--- src/hw/rtl/psu_pkg.sv ---
`default_nettype none

package psu_pkg;

  localparam int DEPTH       = 16;
  localparam int VALUE_WIDTH = 32;
  localparam int PRIO_WIDTH  = 8;
  localparam int CNT_W       = $clog2(DEPTH + 1);
  localparam int IDX_W       = $clog2(DEPTH);
  localparam int ENTRY_W     = VALUE_WIDTH + PRIO_WIDTH;

  // operation codes
  localparam logic MODE_PUSH = 1'b0;
  localparam logic MODE_POP  = 1'b1;

  typedef struct packed {
    logic                   mode;
    logic [VALUE_WIDTH-1:0] item_value;
    logic [PRIO_WIDTH-1:0]  item_priority;
  } in_word_t;

  typedef struct packed {
    logic [VALUE_WIDTH-1:0] top_value;
    logic [PRIO_WIDTH-1:0]  top_priority;
    logic                   is_empty;
    logic [CNT_W-1:0]       entry_count;
    logic                   op_error;
  } out_word_t;

  typedef struct packed {
    logic [VALUE_WIDTH-1:0] value;
    logic [PRIO_WIDTH-1:0]  prio;
  } entry_t;

  typedef enum logic [2:0] {
    ST_IDLE,
    ST_SCAN,
    ST_INSERT,
    ST_POP_RD,
    ST_DONE
  } seq_state_t;

  typedef struct packed {
    logic             we;
    logic [IDX_W-1:0] waddr;
    entry_t           wdata;
    logic [IDX_W-1:0] raddr;
  } ram_req_t;

  typedef struct packed {
    logic ready;
    logic done;
  } seq_stat_t;

endpackage

`default_nettype wire

--- src/hw/rtl/psu_ram.sv ---
`default_nettype none

module psu_ram #(
  parameter int WIDTH = 8,
  parameter int DEPTH = 16
) (
  input  logic                     clk,
  input  logic                     we,
  input  logic [$clog2(DEPTH)-1:0] waddr,
  input  logic [WIDTH-1:0]         wdata,
  input  logic [$clog2(DEPTH)-1:0] raddr,
  output logic [WIDTH-1:0]         rdata
);

  logic [WIDTH-1:0] mem [DEPTH];

  always_ff @(posedge clk) begin
    if (we) begin
      mem[waddr] <= wdata;
    end
    rdata <= mem[raddr];
  end

endmodule

`default_nettype wire

--- src/hw/rtl/psu_seq.sv ---
`default_nettype none

module psu_seq (
  input  logic                clk,
  input  logic                rst,
  input  logic                start,
  input  psu_pkg::in_word_t   in_word,
  input  logic                out_free,
  output psu_pkg::seq_stat_t  stat,
  output psu_pkg::out_word_t  result,
  output psu_pkg::ram_req_t   ram_req,
  input  psu_pkg::entry_t     rdata
);
  import psu_pkg::*;

  seq_state_t       state, state_next;
  logic [CNT_W-1:0] count, count_next;
  logic [IDX_W-1:0] idx, idx_next;
  entry_t           top, top_next;
  entry_t           new_ent, new_ent_next;
  logic             err, err_next;
  logic             mode, mode_next;
  entry_t           in_ent;
  logic             shift;

  // slot 0 is the bottom of the stack, slot count-1 the top
  assign in_ent = '{value: in_word.item_value, prio: in_word.item_priority};

  // the scan comparator: stored entry outranks the new one, so it moves up
  assign shift = rdata.prio > new_ent.prio;

  always_ff @(posedge clk) begin
    if (rst) begin
      state <= ST_IDLE;
      count <= '0;
    end else begin
      state <= state_next;
      count <= count_next;
    end
    idx     <= idx_next;
    top     <= top_next;
    new_ent <= new_ent_next;
    err     <= err_next;
    mode    <= mode_next;
  end

  always_comb begin
    state_next    = state;
    count_next    = count;
    idx_next      = idx;
    top_next      = top;
    new_ent_next  = new_ent;
    err_next      = err;
    mode_next     = mode;
    ram_req       = '0;
    ram_req.raddr = idx;
    case (state)
      ST_IDLE: begin
        if (start) begin
          new_ent_next = in_ent;
          err_next     = 1'b0;
          mode_next    = in_word.mode;
          if (in_word.mode == MODE_PUSH) begin
            if (count == CNT_W'(DEPTH)) begin
              err_next   = 1'b1;
              state_next = ST_DONE;
            end else if (count == '0) begin
              ram_req.we    = 1'b1;
              ram_req.waddr = '0;
              ram_req.wdata = in_ent;
              top_next      = in_ent;
              count_next    = CNT_W'(1);
              state_next    = ST_DONE;
            end else begin
              ram_req.raddr = IDX_W'(count - CNT_W'(1));
              idx_next      = IDX_W'(count - CNT_W'(1));
              state_next    = ST_SCAN;
            end
          end else begin
            if (count == '0) begin
              err_next   = 1'b1;
              state_next = ST_DONE;
            end else if (count == CNT_W'(1)) begin
              count_next = '0;
              state_next = ST_DONE;
            end else begin
              count_next    = count - CNT_W'(1);
              ram_req.raddr = IDX_W'(count - CNT_W'(2));
              state_next    = ST_POP_RD;
            end
          end
        end
      end
      ST_SCAN: begin
        ram_req.we    = 1'b1;
        ram_req.waddr = IDX_W'(idx + IDX_W'(1));
        if (shift) begin
          ram_req.wdata = rdata;
          if (idx == '0) begin
            state_next = ST_INSERT;
          end else begin
            idx_next      = idx - IDX_W'(1);
            ram_req.raddr = idx - IDX_W'(1);
          end
        end else begin
          ram_req.wdata = new_ent;
          count_next    = count + CNT_W'(1);
          if (idx == IDX_W'(count - CNT_W'(1))) begin
            top_next = new_ent;
          end
          state_next = ST_DONE;
        end
      end
      ST_INSERT: begin
        ram_req.we    = 1'b1;
        ram_req.waddr = '0;
        ram_req.wdata = new_ent;
        count_next    = count + CNT_W'(1);
        state_next    = ST_DONE;
      end
      ST_POP_RD: begin
        top_next   = rdata;
        state_next = ST_DONE;
      end
      ST_DONE: begin
        if (out_free) begin
          state_next = ST_IDLE;
        end
      end
      default: begin
        state_next = ST_IDLE;
      end
    endcase
  end

  assign stat.ready = (state == ST_IDLE);
  assign stat.done  = (state == ST_DONE);

  always_comb begin
    result.is_empty     = (count == '0);
    result.top_value    = result.is_empty ? '0 : top.value;
    result.top_priority = result.is_empty ? '0 : top.prio;
    result.entry_count  = count;
    result.op_error     = err;
  end

`ifndef ASSERT_OFF
  a_count_bound: assert property (@(posedge clk) disable iff (rst)
    count <= CNT_W'(DEPTH))
    else $error("entry count above depth");

  a_full_push_refused: assert property (@(posedge clk) disable iff (rst)
    (start && stat.ready && in_word.mode == MODE_PUSH && count == CNT_W'(DEPTH))
    |=> (state == ST_DONE && err && count == CNT_W'(DEPTH)))
    else $error("push on full store not refused");

  a_scan_is_push: assert property (@(posedge clk) disable iff (rst)
    (state == ST_SCAN || state == ST_INSERT) |-> (mode == MODE_PUSH && count != '0))
    else $error("scan without a push on a nonempty store");

  a_pop_count: assert property (@(posedge clk) disable iff (rst)
    (state == ST_POP_RD) |-> (count == $past(count) - CNT_W'(1)))
    else $error("pop did not lower the count");
`endif

endmodule

`default_nettype wire

--- src/hw/rtl/priority_stack_unit.sv ---
`default_nettype none

// bounded priority stack of up to 16 entries of (32-bit element, 8-bit priority).
// a push word puts its entry above every stored entry of lower or equal priority,
// so equal priorities leave last-in first-out; a pop word removes the top entry.
// every accepted word yields exactly one result word: top element and priority
// (zero when empty), empty flag, entry count and an error flag, which is set for
// a push on a full store or a pop on an empty one, and the store is then left as
// it was. entries live in a single-port-write, registered-read ram; a push walks
// down from the top with one compare per cycle, moving each higher-priority entry
// up one slot. a push onto an empty or full store skips the walk, and a pop that
// leaves the store empty or is refused skips the ram read. in_stall is high while
// an operation is in progress; a result may sit in the output register while the
// next operation runs, and the sequencer then holds its own result until that
// register frees up.
module priority_stack_unit (
  input  logic               clk,
  input  logic               rst,
  input  logic               in_valid,
  output logic               in_stall,
  input  psu_pkg::in_word_t  in_word,
  output logic               out_valid,
  input  logic               out_stall,
  output psu_pkg::out_word_t out_word
);
  import psu_pkg::*;

  seq_stat_t stat;
  out_word_t result;
  ram_req_t  ram_req;
  entry_t    ram_rdata;
  logic      start;
  logic      out_free;
  logic      out_load;

  // accept only while the sequencer sits idle
  assign in_stall = !stat.ready;
  assign start    = in_valid && stat.ready;

  // output register is free when empty or being taken this cycle
  assign out_free = !out_valid || !out_stall;
  assign out_load = stat.done && out_free;

  psu_seq u_seq (
    .clk      (clk),
    .rst      (rst),
    .start    (start),
    .in_word  (in_word),
    .out_free (out_free),
    .stat     (stat),
    .result   (result),
    .ram_req  (ram_req),
    .rdata    (ram_rdata)
  );

  // entry store
  psu_ram #(
    .WIDTH (ENTRY_W),
    .DEPTH (DEPTH)
  ) u_ram (
    .clk   (clk),
    .we    (ram_req.we),
    .waddr (ram_req.waddr),
    .wdata (ram_req.wdata),
    .raddr (ram_req.raddr),
    .rdata (ram_rdata)
  );

  // output word register
  always_ff @(posedge clk) begin
    if (rst) begin
      out_valid <= 1'b0;
    end else if (out_load) begin
      out_valid <= 1'b1;
    end else if (!out_stall) begin
      out_valid <= 1'b0;
    end
    if (out_load) begin
      out_word <= result;
    end
  end

`ifndef ASSERT_OFF
  a_empty_flag: assert property (@(posedge clk) disable iff (rst)
    out_valid |-> (out_word.is_empty == (out_word.entry_count == '0)))
    else $error("empty flag disagrees with count");
`endif

endmodule

`default_nettype wire
--- config.mk ---
export PLATFORM = sky130hd
export DESIGN_NAME = priority_stack_unit
export DESIGN_NICKNAME = d
export VERILOG_FILES = /design/src/hw/rtl/psu_pkg.sv /design/src/hw/rtl/psu_ram.sv /design/src/hw/rtl/psu_seq.sv /design/src/hw/rtl/priority_stack_unit.sv
export SDC_FILE = /design/constraint.sdc
export NUM_CORES = 1
export LEC_CHECK = 0
export BUFFER_PORTS_ARGS = -buffer_cell sky130_fd_sc_hd__buf_2
export CAP_MARGIN = 5
export CORE_MARGIN = 5
export CORE_UTILIZATION = 50
export CTS_CLUSTER_SIZE = 12
export DETAILED_ROUTE_END_ITERATION = 8
export PLACE_DENSITY = 0.64
export SYNTH_ARGS = -nofsm -noshare
export SYNTH_HDL_FRONTEND = slang
export SYNTH_HIERARCHICAL = 1
export SYNTH_SLANG_ARGS = --single-unit
--- constraint.sdc ---
create_clock -name clk -period 10.15 [get_ports clk]
set_clock_uncertainty 0.2 [all_clocks]
set_input_delay 1.015 -clock clk [delete_from_list [all_inputs] [get_ports clk]]
set_output_delay 1.015 -clock clk [all_outputs]
set_load 0.005 [all_outputs]
After elaboration in Yosys (flattened, before gate mapping)
Memory sizes are Yosys's and may differ from the RTL's. A register that Yosys moved wholly into a read port is not among the register bits.
Index checks and enable logic that the tools add are counted.
{"block": "totals", "reg_bits": 141, "ramBits": 640, "output_inout_bits": 49, "elab_cells": 107, "n_memories": 1}
{"block": "op_classes", "addsub": 5, "magnitude_cmp": 1, "eq_ne": 19, "n_mux": 49, "n_reduce_logical": 18}
{"memory": "u_ram.mem", "words": 16, "word_bits": 40, "read_ports": 1, "rd_clocked_by_memory_dff": 1, "wr": 1, "line": "psu_ram.sv:15", "source": "logic [WIDTH-1:0] mem [DEPTH];"}
{"op": "40-bit 2-to-1 mux", "n": 7}
{"op": "45-bit one-hot mux with 3 select lines", "n": 1}
{"op": "40-bit one-hot mux with 3 select lines", "n": 1}
{"op": "49-bit 2-to-1 mux", "n": 2}
{"op": "45-bit 2-to-1 mux", "n": 2}
{"op": "4-bit 2-to-1 mux", "n": 9}
{"op": "5-bit 2-to-1 mux", "n": 7}
{"op": "3-bit 2-to-1 mux", "n": 9}
{"op": "4-bit one-hot mux with 2 select lines", "n": 2}
{"op": "5-bit one-hot mux with 3 select lines", "n": 1}
{"op": "3-bit one-hot mux with 4 select lines", "n": 1}
{"op": "2-bit by 1-bit inequality test with 1-bit output, second input constant", "n": 5}
{"op": "3-bit inequality test, second input constant", "n": 3}
{"op": "8-bit > comparator", "n": 1}
{"op": "1-bit 2-to-1 mux", "n": 7}
{"op": "7-bit AND reduction", "n": 1}
{"op": "3-bit by 2-bit == test with 1-bit output, second input constant", "n": 2}
{"op": "2-bit inequality test, second input constant", "n": 3}
{"op": "6-bit AND reduction", "n": 1}
{"op": "3-bit nonzero test", "n": 2}
{"op": "5-bit by 1-bit adder with 5-bit output, second input constant", "n": 1}
{"op": "5-bit by 1-bit == test with 1-bit output, second input constant", "n": 1}
{"op": "5-bit == test, second input constant", "n": 1}
{"op": "5-bit logical NOT", "n": 1}
{"op": "other kinds (18)", "n": 21}

Longest topological paths before layout
{"block": "logic_depth", "depth_word": 8, "ltp_mapped": 16, "mapped_depth_nobuf": 11}

Modules after synthesis
The synthesis kept the hierarchy.
{"module": "psu_ram", "instances": 1, "cells_per_inst": 1040, "area_each_um2": 25131.6, "seq_area_each_um2": 20019.2}
{"module": "psu_seq", "instances": 1, "cells_per_inst": 565, "area_each_um2": 5753.0, "seq_area_each_um2": 2712.6}
{"module": "priority_stack_unit", "instances": 1, "cells_per_inst": 54, "area_each_um2": 1460.2, "seq_area_each_um2": 1431.4}

Worst setup path after synthesis
OpenSTA, ideal clock, no wires.
{"block": "synth_path", "path_kind": "input to register", "from": "input port in_valid", "to": "memory u_ram/mem[0][0] in the netlist's numbering (enable)", "setup_ps": 487, "arrival_time_ps": 4875, "t_required_ps": 9463, "setup_slack_ps": 4588, "path_stages": 5, "path_buffers": 0, "path_cell_list": "and2_1 nand2_1 o21ai_0 or3b_2 nor3_1"}
{"item": "from (decl)", "line": "priority_stack_unit.sv:19", "source": "input logic in_valid,"}
{"item": "to (decl)", "line": "psu_ram.sv:15"}

==> results.md <==
- Status: finished, final reports clean
- Yosys top cell by area: edfxtp_1
- Via count: 16.5k
- Worst Path Max Fanout: 47
- Synth Net Count: approximately 1.7k
- Net switching power: 0.00455 W
- # diodes: 0
- Syn avg cell area: 19.5 um^2
- Power Density: 360 mW/mm^2
- Vias per cell: roughly 6.1
- Synthesized area: 0.0323 mm^2
- Number of synthesized flops with an enable pin: between 700 and 800
- Synth cell types: roughly 70
- Initial antenna violation count: 2
- Sw Ratio: 0.348
- Synth Flop Type: edfxtp_1
- Crit path capture type: flop
- Worst vdd ir: 0.000592 V
- Final Hold Vio Count: 0
- # hold bufs at CTS: 0
- Routed length per instance: 27.4 um
- GRT Total Usage: 0.210
- Mapped Cells: roughly 1.7k
- Crit path time final: ~5 ns
- R2R cell count: 12
- Vias in the first global route: ~17k
- Placer congestion estimate: approximately 0.8
- Clk buf depth: 3
- Filler cells: between 4k and 5k
- Post-route DRC: 0
- Antenna viol nets, final: 0
- Register Area: about 0.024 mm^2
- H-tree levels: 3
- Startpoint types: flop
- Post-DP HPWL: roughly 36 mm
- Largest net degree at the start of global routing: approximately 160
- CTS Sinks: just over 800
- Leakage: roughly 12 nW
- Power share of the sequential group: 0.377
- Post-CTS setup buffers: 0
- Row count: 93
- Commonest non-fill, non-tap cell in the layout: edfxtp_1
- Yosys reg bits: about 820
- Detailed Routing Iterations Pass 1: 6
- Final setup viols: 0
- 1st-iter DRT viols: ~1.7k
- CTS clock-pin slew for the worst setup and hold paths: approximately 0.060 ns
- Post-route insts no fill: about 2.7k
- Clock network power share: 0.221
- Final period utilization: 0.490
- CTS resizes: 0
- Max-cap viol count: 0
- Sequential area share after synthesis: 0.747
- Synth Warn #: 6
- Synth top area share: 0.717
- Setup TNS: 0 ns
- Placed Cells: 2544
- Core ar.: ~0.064 mm^2
- Max-slew headroom: 0.288
- I/O pin count: 94
- Worst-skew pair later-pin latency: ~0.62 ns
- Worst Path Required: 10.45 ns
- Die width: roughly 260 um
- IO Port Bufs: between 90 and 100
- CTS root buf: clkbuf_16
- RSZ-0062 raised after global routing: false
- Area of the multi-input gates: ~0.0076 mm^2
- Die Area: between 0.06 and 0.07 mm^2
- Nets: 1838
- Hold Path Class: flop to flop
- Logic pwr share: 0.402
- FFs w/ async S/R, synth: 0
- Fin. max-slew vios: 0
- Grt total ovfl: 0
- Area Overhead vs Synth: 12.2%
- CTS tree: yes
- Initial Utilization: 0.504
- Worst Path Arrival: 5.28 ns
- Final WL: 74.1 mm
- Critical Setup Path Class: flop to flop
- Most area-consuming cells after synthesis: edfxtp_1 (72%), mux4_2 (7.0%), mux4_1 (4.9%), dfxtp_1 (3.0%), a22oi_1 (1.9%)
- Hold path depth: 0
- First-pass GRT wire length: about 110 mm
- Num CTS Buffers: 85
- Die Span Y: about 260 um
- Internal power: roughly 0.0085 W
- Actual slew at the worst max-slew pin: between 1 and 1.5 ns
- Most frequent cells in the layout: edfxtp_1 (772), mux4_2 (100), nand2_1 (97)
- Share of cells above drive strength 1: 0.202
- Peak Freq: 0.201 GHz
[critical path, cell delays in order (launching register included)]
cell,delay (ns)
edfxtp_1,0.37
inv_1,0.06
ha_1,0.30
nor2b_1,0.13
o211ai_1,0.10
a211oi_2,0.46
nor2_1,0.19
or4_1,0.55
nand3_4,0.75
buf_4,0.75
mux4_2,0.60
a22oi_1,0.25
nand2_1,0.07
[cell families after synthesis]
| kind of cell | count (synthesis) | synth area share |
|---|---|---|
| buf+inv | 154 | 0.0251 |
| compound gates | 231 | 0.0532 |
| fa+ha+maj | 17 | 0.00658 |
| simple gates | 224 | 0.0340 |
| xor+xnor | 11 | 0.00298 |
| mux | 201 | 0.131 |
| flops | 821 | 0.747 |
[final timing paths]
path                                    from                       to  slack (ns)
setup reg to reg  u_seq/new_ent[1]$_DFFE_PP_  u_ram/rdata[32]$_DFF_P_        5.17
setup / recovery  u_seq/new_ent[1]$_DFFE_PP_  u_ram/rdata[32]$_DFF_P_        5.17
hold / removal           u_seq/err$_DFFE_PP_    out_word[0]$_DFFE_PP_        0.22
hold reg to reg          u_seq/err$_DFFE_PP_    out_word[0]$_DFFE_PP_        0.22
[power groups by stage]
stage	sequential (W)	clock (W)	combinational, W
finish	0.00493	0.00289	0.00526
global route	0.00497	0.00312	0.00571
CTS	0.00493	0.00296	0.00533
detailed placement	0.00500	0	0.00532
global placement	0.00498	0	0.00522
floorplan	0.00491	0	0.00405
[registers in the layout, indices dropped and copies added (netlist names)]
name,count
u_seq/idx,4
u_seq/new_ent,40
u_ram/rdata,40
u_ram/mem,640
u_seq/count,5
u_seq/err,1
u_seq/state,3
u_seq/top,40
out_valid,1
out_word,47
[per-layer routing]
layer	GRT usage	wire length, um	vias up
met5	0	13	-
met4	0.0446	1270	2
met3	0.0379	5570	115
met2	0.335	35400	671
met1	0.310	31800	8663
li1	-	-	7074
[cells in the mapped netlist, types with 3 or more instances]
cell type,n
nand3_1,6
mux4_2,100
edfxtp_1,772
a211oi_1,8
buf_12,11
o211ai_1,4
xor2_1,4
ha_1,17
nor2_1,30
and3_1,3
nor3_1,10
mux2i_1,41
o21ai_0,50
clkbuf_1,46
xnor2_1,7
or4_1,3
nor2b_1,48
a21oi_1,16
mux4_1,60
a222oi_1,39
nand2_1,97
and2_1,7
buf_2,35
dfxtp_1,49
inv_1,57
nand2b_1,6
a22oi_1,82
[per-stage QoR]
| step | util | hold slack, ns | cell area [um^2] | setup WS, ns | power (W) |
|---|---|---|---|---|---|
| floorplan | - | 0.203 | 32300 | 4.59 | 0.00897 |
| global placement | 0.525 | 0.211 | 33700 | 5.22 | 0.0102 |
| detailed placement | 0.525 | 0.208 | 33700 | 5.12 | 0.0103 |
| CTS | 0.565 | 0.223 | 36300 | 5.12 | 0.0132 |
| global route | 0.565 | 0.238 | 36300 | 4.81 | 0.0138 |
| finish | 0.565 | 0.220 | 36300 | 5.17 | 0.0131 |
[cell type report]
type                       count  area share
sequential                   821       0.666
multi-input combinational    684       0.208
clock buffer                 135      0.0660
clock inverter                19     0.00483
timing repair buffer         126      0.0200
inverter                      58     0.00600
tap                          855      0.0295
(Power assumes the default switching activity.)
